==> src/hdl/tcwq_pkg.sv <==
// Package for the touch contact window qualifier.
// Holds the shared widths, register indexes and the types passed between modules.
// No dependencies.
package tcwq_pkg;

  localparam int WINDOW_SLOTS_DEF = 85;
  localparam int COUNT_W          = 7;
  localparam int HOLD_W           = 8;
  localparam int CFG_DATA_W       = 8;
  localparam int CFG_INDEX_W      = 1;

  localparam logic [COUNT_W-1:0] ON_THRESHOLD_RST = 7'd1;
  localparam logic [HOLD_W-1:0]  RELEASE_HOLD_RST = 8'd15;
  localparam logic [HOLD_W-1:0]  ELAPSED_MAX      = 8'd255;

  localparam logic [CFG_INDEX_W-1:0] CFG_ON_THRESHOLD = 1'b0;
  localparam logic [CFG_INDEX_W-1:0] CFG_RELEASE_HOLD = 1'b1;

  typedef struct packed {
    logic [COUNT_W-1:0] on_threshold;
    logic [HOLD_W-1:0]  release_hold_ticks;
  } cfg_t;

  typedef struct packed {
    logic               upd;
    logic [COUNT_W-1:0] sum;
  } step_t;

endpackage

==> src/hdl/tcwq_ram.sv <==
// Generic single-write, single-read synchronous RAM with a registered read port.
// Read data updates only on a read enable. No dependencies.
module tcwq_ram #(
  parameter int WIDTH = 1,
  parameter int DEPTH = 2
) (
  input  logic                                   clk,
  input  logic                                   wr_en,
  input  logic [((DEPTH > 1) ? $clog2(DEPTH) : 1)-1:0] wr_addr,
  input  logic [WIDTH-1:0]                       wr_data,
  input  logic                                   rd_en,
  input  logic [((DEPTH > 1) ? $clog2(DEPTH) : 1)-1:0] rd_addr,
  output logic [WIDTH-1:0]                       rd_data
);

  logic [WIDTH-1:0] mem [DEPTH];
  logic [WIDTH-1:0] rd_data_r;

  always_ff @(posedge clk) begin
    if (wr_en) begin
      mem[wr_addr] <= wr_data;
    end
    if (rd_en) begin
      rd_data_r <= mem[rd_addr];
    end
  end

  assign rd_data = rd_data_r;

endmodule

==> src/hdl/tcwq_window.sv <==
// Slot ring and running window sum for the touch contact qualifier.
// Depends on tcwq_pkg and tcwq_ram; reads the ring on accept and writes it back as the beat advances.
module tcwq_window #(
  parameter int WINDOW_SLOTS = tcwq_pkg::WINDOW_SLOTS_DEF
) (
  input  logic                  clk,
  input  logic                  rst_n,
  input  logic                  accept,
  input  logic                  in_bit,
  input  logic                  adv,
  output tcwq_pkg::step_t       step
);

  localparam int POS_W = (WINDOW_SLOTS > 1) ? $clog2(WINDOW_SLOTS) : 1;
  localparam logic [POS_W-1:0] POS_LAST = POS_W'(WINDOW_SLOTS - 1);

  logic [POS_W-1:0] pos_r, pos_nxt;
  logic             lapped_r, lapped_nxt;
  logic             s1_bit_r;
  logic [POS_W-1:0] s1_pos_r;
  logic             s1_lapped_r;
  logic             s1_fwd_r;
  logic             s1_fwd_bit_r;
  logic [tcwq_pkg::COUNT_W-1:0] sum_r, sum_nxt;
  logic             rd_bit;
  logic             old_bit;
  logic             fwd_hit;

  tcwq_ram #(
    .WIDTH(1),
    .DEPTH(WINDOW_SLOTS)
  ) u_ring (
    .clk    (clk),
    .wr_en  (adv),
    .wr_addr(s1_pos_r),
    .wr_data(s1_bit_r),
    .rd_en  (accept),
    .rd_addr(pos_r),
    .rd_data(rd_bit)
  );

  // A read of the entry being written in the same cycle takes the written bit.
  assign fwd_hit = adv && (s1_pos_r == pos_r);

  always_comb begin
    pos_nxt    = pos_r;
    lapped_nxt = lapped_r;
    if (accept) begin
      if (pos_r >= POS_LAST) begin
        pos_nxt    = '0;
        lapped_nxt = 1'b1;
      end else begin
        pos_nxt = pos_r + POS_W'(1);
      end
    end
  end

  assign old_bit = s1_fwd_r ? s1_fwd_bit_r : (s1_lapped_r & rd_bit);
  assign sum_nxt = sum_r + tcwq_pkg::COUNT_W'(s1_bit_r) - tcwq_pkg::COUNT_W'(old_bit);

  always_ff @(posedge clk) begin
    if (!rst_n) begin
      pos_r    <= '0;
      lapped_r <= 1'b0;
      sum_r    <= '0;
    end else begin
      pos_r    <= pos_nxt;
      lapped_r <= lapped_nxt;
      if (adv) begin
        sum_r <= sum_nxt;
      end
    end
  end

  always_ff @(posedge clk) begin
    if (accept) begin
      s1_bit_r     <= in_bit;
      s1_pos_r     <= pos_r;
      s1_lapped_r  <= lapped_r;
      s1_fwd_r     <= fwd_hit;
      s1_fwd_bit_r <= s1_bit_r;
    end
  end

  assign step.upd = adv;
  assign step.sum = sum_nxt;

endmodule

==> src/hdl/tcwq_judge.sv <==
// Contact decision and release timer for the touch contact qualifier.
// Depends on tcwq_pkg; updates once per window step.
module tcwq_judge (
  input  logic            clk,
  input  logic            rst_n,
  input  tcwq_pkg::cfg_t  cfg,
  input  tcwq_pkg::step_t step,
  output logic            contact_nxt
);

  logic                        contact_r;
  logic                        timing_r, timing_nxt;
  logic [tcwq_pkg::HOLD_W-1:0] elapsed_r, elapsed_nxt;
  logic [tcwq_pkg::HOLD_W-1:0] elapsed_inc;

  assign elapsed_inc = (elapsed_r == tcwq_pkg::ELAPSED_MAX) ? elapsed_r
                                                             : elapsed_r + 8'd1;

  always_comb begin
    contact_nxt = contact_r;
    timing_nxt  = timing_r;
    elapsed_nxt = elapsed_r;
    if (step.upd) begin
      if (!contact_r) begin
        if (step.sum >= cfg.on_threshold) begin
          contact_nxt = 1'b1;
          timing_nxt  = 1'b0;
          elapsed_nxt = '0;
        end
      end else if (step.sum != '0) begin
        timing_nxt  = 1'b0;
        elapsed_nxt = '0;
      end else if (!timing_r) begin
        timing_nxt  = 1'b1;
        elapsed_nxt = '0;
      end else if (elapsed_inc >= cfg.release_hold_ticks) begin
        contact_nxt = 1'b0;
        timing_nxt  = 1'b0;
        elapsed_nxt = '0;
      end else begin
        elapsed_nxt = elapsed_inc;
      end
    end
  end

  always_ff @(posedge clk) begin
    if (!rst_n) begin
      contact_r <= 1'b0;
      timing_r  <= 1'b0;
      elapsed_r <= '0;
    end else begin
      contact_r <= contact_nxt;
      timing_r  <= timing_nxt;
      elapsed_r <= elapsed_nxt;
    end
  end

endmodule

==> src/hdl/touch_contact_window_qualifier_core.sv <==
// Touch contact qualifier: one beat per slot tick in, one result beat out per tick. The block
// sustains one beat per cycle while the output is not stalled: the ring entry is read on accept
// and the sum, contact decision and ring write-back happen as that beat advances, so the ring
// RAM read and write ports set the rate. Results are held in an output register while stalled,
// and one further beat is taken meanwhile. No clearing pass is needed after reset.
module touch_contact_window_qualifier_core #(
  parameter int WINDOW_SLOTS = tcwq_pkg::WINDOW_SLOTS_DEF
) (
  input  logic                                clk,
  input  logic                                rst_n,
  input  logic                                in_valid,
  output logic                                in_stall,
  input  logic                                in_edge_seen,
  output logic                                out_valid,
  input  logic                                out_stall,
  output logic                                out_contact_active,
  output logic [tcwq_pkg::COUNT_W-1:0]        out_window_count,
  input  logic                                cfg_we,
  input  logic [tcwq_pkg::CFG_INDEX_W-1:0]    cfg_index,
  input  logic [tcwq_pkg::CFG_DATA_W-1:0]     cfg_data
);

  tcwq_pkg::cfg_t  cfg_r;
  tcwq_pkg::step_t step;
  logic            s1_valid_r;
  logic            out_valid_r;
  logic            out_contact_r;
  logic [tcwq_pkg::COUNT_W-1:0] out_count_r;
  logic            accept;
  logic            adv;
  logic            contact_nxt;

  assign adv      = s1_valid_r && (!out_valid_r || !out_stall);
  assign in_stall = s1_valid_r && !adv;
  assign accept   = in_valid && !in_stall;

  always_ff @(posedge clk) begin
    if (!rst_n) begin
      cfg_r.on_threshold       <= tcwq_pkg::ON_THRESHOLD_RST;
      cfg_r.release_hold_ticks <= tcwq_pkg::RELEASE_HOLD_RST;
    end else if (cfg_we) begin
      case (cfg_index)
        tcwq_pkg::CFG_ON_THRESHOLD: begin
          cfg_r.on_threshold <= cfg_data[tcwq_pkg::COUNT_W-1:0];
        end
        tcwq_pkg::CFG_RELEASE_HOLD: begin
          cfg_r.release_hold_ticks <= cfg_data[tcwq_pkg::HOLD_W-1:0];
        end
        default: begin
        end
      endcase
    end
  end

  tcwq_window #(
    .WINDOW_SLOTS(WINDOW_SLOTS)
  ) u_window (
    .clk   (clk),
    .rst_n (rst_n),
    .accept(accept),
    .in_bit(in_edge_seen),
    .adv   (adv),
    .step  (step)
  );

  tcwq_judge u_judge (
    .clk        (clk),
    .rst_n      (rst_n),
    .cfg        (cfg_r),
    .step       (step),
    .contact_nxt(contact_nxt)
  );

  always_ff @(posedge clk) begin
    if (!rst_n) begin
      s1_valid_r  <= 1'b0;
      out_valid_r <= 1'b0;
    end else begin
      if (accept) begin
        s1_valid_r <= 1'b1;
      end else if (adv) begin
        s1_valid_r <= 1'b0;
      end
      if (adv) begin
        out_valid_r <= 1'b1;
      end else if (!out_stall) begin
        out_valid_r <= 1'b0;
      end
    end
  end

  always_ff @(posedge clk) begin
    if (adv) begin
      out_contact_r <= contact_nxt;
      out_count_r   <= step.sum;
    end
  end

  assign out_valid          = out_valid_r;
  assign out_contact_active = out_contact_r;
  assign out_window_count   = out_count_r;

endmodule

==> config.mk <==
export PLATFORM = sky130hd
export DESIGN_NAME = touch_contact_window_qualifier_core
export DESIGN_NICKNAME = d
export VERILOG_FILES = /design/src/hdl/tcwq_pkg.sv /design/src/hdl/tcwq_ram.sv /design/src/hdl/tcwq_window.sv /design/src/hdl/tcwq_judge.sv /design/src/hdl/touch_contact_window_qualifier_core.sv
export SDC_FILE = /design/constraint.sdc
export NUM_CORES = 1
export LEC_CHECK = 0
export BUFFER_PORTS_ARGS = -buffer_cell sky130_fd_sc_hd__buf_4
export CORE_ASPECT_RATIO = 1.2
export CORE_MARGIN = 5
export CORE_UTILIZATION = 35
export CTS_CLUSTER_DIAMETER = 80
export CTS_CLUSTER_SIZE = 10
export DETAILED_ROUTE_END_ITERATION = 7
export PLACE_DENSITY = 0.54
export SYNTH_ARGS = -nofsm -noshare
export SYNTH_HDL_FRONTEND = slang
export SYNTH_SLANG_ARGS = --single-unit
==> constraint.sdc <==
create_clock -name clk -period 8.6 [get_ports clk]
set_input_delay 0.43 -clock clk [delete_from_list [all_inputs] [get_ports clk]]
set_output_delay 0.43 -clock clk [all_outputs]
set_load 0.01 [all_outputs]
# Word level (Yosys, flattened, before mapping)
# Memories as Yosys holds them, arrays and structs flattened. A register that Yosys moved wholly into a read port is not among the register bits.
# Index checks and enable logic that the tools add are counted.
classes:
  n_addsub: 4
  n_lt_le_gt_ge: 3
  eq_ne: 3
  muxes: 23
  bitwise_logic: 2
  n_reduce_logical: 16
ops:
  columns: ["cell", "n"]
  rows:
  - ["two-way mux 8 bit", 6]
  - ["two-way mux 1 bit", 16]
  - ["adder 8 x 1 -> 8 bit, second input constant", 1]
  - ["== test 8 bit, second input constant", 1]
  - [">= comparator 8 bit", 1]
  - ["AND reduction 2 bit", 4]
  - ["adder 7 x 1 -> 7 bit", 1]
  - ["adder 7 x 1 -> 7 bit, second input constant", 1]
  - ["== test 7 bit", 1]
  - [">= comparator 7 bit", 1]
  - [">= comparator 7 bit, second input constant", 1]
  - ["two-way mux 7 bit", 1]
  - ["nonzero test 7 bit", 1]
  - ["subtractor 7 x 1 -> 7 bit", 1]
  - ["logical AND 1 bit", 4]
  - ["zero test 1 bit", 4]
  - ["nonzero test 2 bit", 2]
  - ["!= test 2 x 1 -> 1 bit, second input constant", 1]
  - ["bitwise AND 1 bit", 1]
  - ["logical OR 1 bit", 1]
  - ["inverter 1 bit", 1]
word_totals:
  ramBits: 85
  out_inout_bits: 10
  elab_cells: 69
  input_bits: 15
  n_memories: 1
  regBits: 61
memory_table:
  columns: ["memory", "depth", "word_bits", "read_ports", "rd_clocked_by_memory_dff", "wr", "line", "rtl"]
  rows:
  - ["u_window.u_ring.mem", 85, 1, 1, 1, 1, "tcwq_ram.sv:16", "logic [WIDTH-1:0] mem [DEPTH];"]

# Logic depth before layout (Yosys ltp)
logic_depth:
  ltp_word: 8
  ltp_mapped: 16
  mapped_depth_nobuf: 16

# Modules after synthesis
# A second synthesis with hierarchy kept.
hier_totals:
  cells_unflattened: 629
  area_unflattened_um2: 7255.7
by_module_without_submodules:
  columns: ["module", "instances", "seq_area_each_um2", "area_per_inst_um2", "cells_each"]
  rows:
  - ["tcwq_ram", 1, 2582.5, 3865.0, 281]
  - ["tcwq_window", 1, 630.6, 1427.6, 137]
  - ["tcwq_judge", 1, 200.2, 1051.0, 132]
  - ["touch_contact_window_qualifier_core", 1, 580.6, 912.1, 79]

# Worst setup path before layout
# OpenSTA, ideal clock, no wires.
synth_timing:
  path_type: "flip-flop to flip-flop"
  startpoint: "reg u_window.s1_bit_r"
  endpoint: "reg u_judge.elapsed_r[4] (netlist name)"
  required_ns: 8.483
  path_buffers: 0
  setup_slack_ns: 3.814
  period_less_slack_ns: 4.786
  t_arrival_ns: 4.669
  path_stages_with_launch: 16
  path_cell_list: "edfxtp_1 > inv_1 > ha_1 > inv_1 > ha_1 > fa_1 > a211oi_2 > nor2_1 > xor2_1 > ha_1 > a21o_1 > a2111oi_0 > o31a_1 > nor4_4 > and3_4 > a32o_2"
synth_lines:
  columns: ["item", "line", "rtl"]
  rows:
  - ["start: declaration", "tcwq_window.sv:19", "logic s1_bit_r;"]
  - ["start signal: assignment", "tcwq_window.sv:77", "s1_bit_r <= in_bit;"]
  - ["end signal: assignment", "tcwq_judge.sv:54", "elapsed_r <= elapsed_nxt;"]
  - ["end: declaration", "tcwq_judge.sv:13", "logic [tcwq_pkg::HOLD_W-1:0] elapsed_r, elapsed_nxt;"]

==> flow_summary.yaml <==
floorplanning:
  rows: 57
  dieHeight_um: 166
  core_um2: 20000
  dieArea_um2: 23100
  initial_core_util_pct: 35.2
  die_w_um: 140
  ios: 25
route:
  drt-total-wl_um: 15300
  first_iter_violations: 379
  vias_per_cell: 5.13
  drcViolationCount: 0
  first_pass_iters: 4
  ant_nets: 0
  wire_per_inst_um: 16.8
  vias: 4650
cts:
  cts_tree: "built"
  root_buffer: "clkbuf_16"
  ctsHoldBuffers: 0
  cts_setup_buffers: 0
  clkSinkCount: 147
  clock_path_buffers: 2
  htree_num_levels: 4
  clkLatencyLatePin_ps: 430
  clk_pin_slew_worst_paths_ps: 70
  cts_buffers: 17
  cts_resized: 0
worst_hold_path:
  hold_class: "input pin to flip-flop"
synthesis:
  synth_fa_ha_area_share_pct: 4.72
  ys.flop_type: "edfxtp_1"
  muxShareOfSynthArea_pct: 9.01
  async_flop_share_pct: 0
  synth_simple_gate_area_share_pct: 17.0
  synth_cell_type_count: 60
  yosysMostFrequentCell: "nor2_1"
  yosys-top-cells-area: "edfxtp_1 (45%), dfxtp_1 (12%), nor2_1 (6.1%)"
  synthTopCellsByCount: "nor2_1 (114), edfxtp_1 (105), nand2_1 (67)"
  postSynthCellCount: 607
  synth_top_family_by_area: "simple AND/OR/NAND/NOR gates"
  syn-cell-area_um2: 7060
  syn_nets: 648
  synth_compound_area_share_pct: 6.67
  synth_top_area_share_pct: 44.7
  yosysWarnings: 0
  synth_top_area_cell: "edfxtp_1"
  yosysSeqAreaShare_pct: 56.6
  syn_area_per_cell_um2: 11.6
  yosys.area_share.xor_xnor_pct: 2.36
  synth-edff-count: 105
  synth-seq-cells: 147
timing:
  slew_headroom_pct: 39.5
  rsz0062_at_grt: "no"
  setup_violations: 0
  worst_pin_slew_ps: 904
  fin_setup_tns_ps: 0
  finalCritPeriodShare_pct: 54.7
  timing.fmax_mhz: 213
  skew_ps: 6.82
  period_minus_slack_ps: 4700
  maxSlewViolCount: 0
  finalHoldViolations: 0
placement:
  gp_congestion: 0.810
  io_buffers: 24
  post-dp-hpwl_um: 9930
power_and_ir_drop:
  power.share.switching_pct: 27.4
  pwr-share-clk_pct: 43.1
  power_frac_comb_pct: 12.0
  powerDensity_nw_per_um2: 219
  leakagePower_uw: 0.00274
  power_uw: 1770
  switchingPower_uw: 485
  ir_drop_mv: 0.0872
  p_seq_share_pct: 44.9
  p_int_uw: 1280
global_routing:
  grt_pass1_vias: 4802
  grt_overflow: 0
  grt_usage_pct: 13.9
  antenna_found_initial: 0
  grt_max_degree: 88
  grt_pass1_wl_um: 25100
final_layout:
  diodes: 0
  num-nets-final: 670
  drive_gt1_share_pct: 15.7
  area_growth_pct: 14.4
critical_path:
  path_buf_inv: 3
  worst_path_largest_cell_delay_ps: 560
  critPathLaunchType: "flip-flop"
  cp_top_family: "compound AO/OA/AOI/OAI gates"
  path_class: "flip-flop to flip-flop"
  cp_max_fo: 87
  crit_slowest_cell: "buf_4"
  path_common_cell: "ha_1"
  crit_required_ps: 8920
  cp_data_arrival_time_ps: 5020
  path_cells: "buf_4 > inv_1 > ha_1 > inv_1 > ha_1 > fa_1 > a211oi_2 > nor2_1 > xor2_1 > ha_1 > a21o_1 > a2111oi_0 > o31a_1 > nor4_4 > and3_4 > a32o_2"
  end_kind: "flip-flop"
run_status:
  status: "completed"
run:
  max_cap_viol_count: 0
-- metrics by stage --
| step | std cells | setup WS [ps] | hold WS, ps | util (%) | instance area (um2) |
|---|---|---|---|---|---|
| floorplan | 607 | 3810 | 408 | - | 7060 |
| global placement | 875 | 4090 | 415 | 37.2 | 7460 |
| detailed placement | 875 | 3890 | 428 | 37.2 | 7460 |
| CTS | 907 | 3840 | 163 | 40.3 | 8070 |
| global route | 907 | 3450 | 158 | 40.3 | 8070 |
| finish | 907 | 3900 | 179 | 40.3 | 8070 |
-- flip-flops by register name, summed over array words and instances, names as in the netlist --
register                 flops
out_window_count             7
u_window.s1_fwd_bit_r        1
u_judge.contact_r            1
u_window.s1_bit_r            1
u_window.s1_lapped_r         1
out_contact_active           1
u_judge.elapsed_r            8
u_window.u_ring.mem         85
u_window.pos_r               7
u_window.lapped_r            1
cfg_r                       15
u_window.s1_fwd_r            1
s1_valid_r                   1
u_judge.timing_r             1
out_valid                    1
u_window.s1_pos_r            7
u_window.u_ring.rd_data      1
u_window.sum_r               7
-- per-layer routing --
metal | track usage, % | vias up | share of wire, %
met5 | 0 | - | 0
met4 | 4.93 | 0 | 1.3
met3 | 2.91 | 15 | 4.0
met2 | 24.5 | 89 | 52
met1 | 17.0 | 2316 | 43
li1 | - | 2230 | -
-- power groups by stage --
stage | Clock, uW | Combinational [uW] | Sequential (uW)
floorplan | 0 | 153 | 808
global placement | 0 | 205 | 807
detailed placement | 0 | 213 | 808
CTS | 774 | 215 | 792
global route | 805 | 239 | 794
finish | 762 | 212 | 792
-- path summary, 6_finish.rpt --
| path | start | end | slack [ps] | depth (start not counted) |
|---|---|---|---|---|
| max | u_window.s1_bit_r | u_judge.elapsed_r[4] | 3900 | 16 |
| min | in_edge_seen | u_window.s1_bit_r | 180 | 1 |
| max reg2reg | u_window.s1_bit_r | u_judge.elapsed_r[4] | 3900 | 16 |
| min reg2reg | u_window.lapped_r | u_window.s1_lapped_r | 440 | 0 |
-- kinds of logic (layout without fill, tap and decap cells) --
family,Yosys count,count (layout)
compound gates,70,70
xor+xnor,19,19
fa+ha+maj,26,26
buf+inv,56,91
flops,147,147
mux,32,32
simple gates,257,257
-- worst reg2reg max path: cells and delay by family (launching register included) --
family | cells | cell delay [ps]
flip-flops | 1 | 320
adder cells (fa/ha/maj) | 4 | 1270
buffers and inverters | 3 | 710
AND/OR/NAND/NOR | 3 | 400
AO/OA/AOI/OAI | 5 | 1460
XOR/XNOR | 1 | 410
-- cell usage in the layout (no fill, tap or decap), types with 7 or more instances in the layout --
master	instances
mux2i_1	8
nand4_1	12
a21oi_1	33
inv_1	29
buf_4	28
mux4_1	7
or2_2	8
xor2_1	7
o211ai_1	7
dfxtp_1	42
mux4_2	16
ha_1	25
edfxtp_1	105
clkbuf_16	17
xnor2_1	12
nand3_1	14
nor2_1	114
nand2_1	67
-- area by class of cell --
| class | instances | area [um2] |
|---|---|---|
| repair buffers | 28 | 210 |
| well taps | 265 | 332 |
| clock buffers | 17 | 425 |
| clock inverters | 15 | 186 |
| flip-flops and latches | 147 | 3990 |
| multi-input cells | 404 | 2810 |
| inverters | 31 | 116 |
| fillers | 1906 | 12000 |
(Power assumes the default switching activity.)
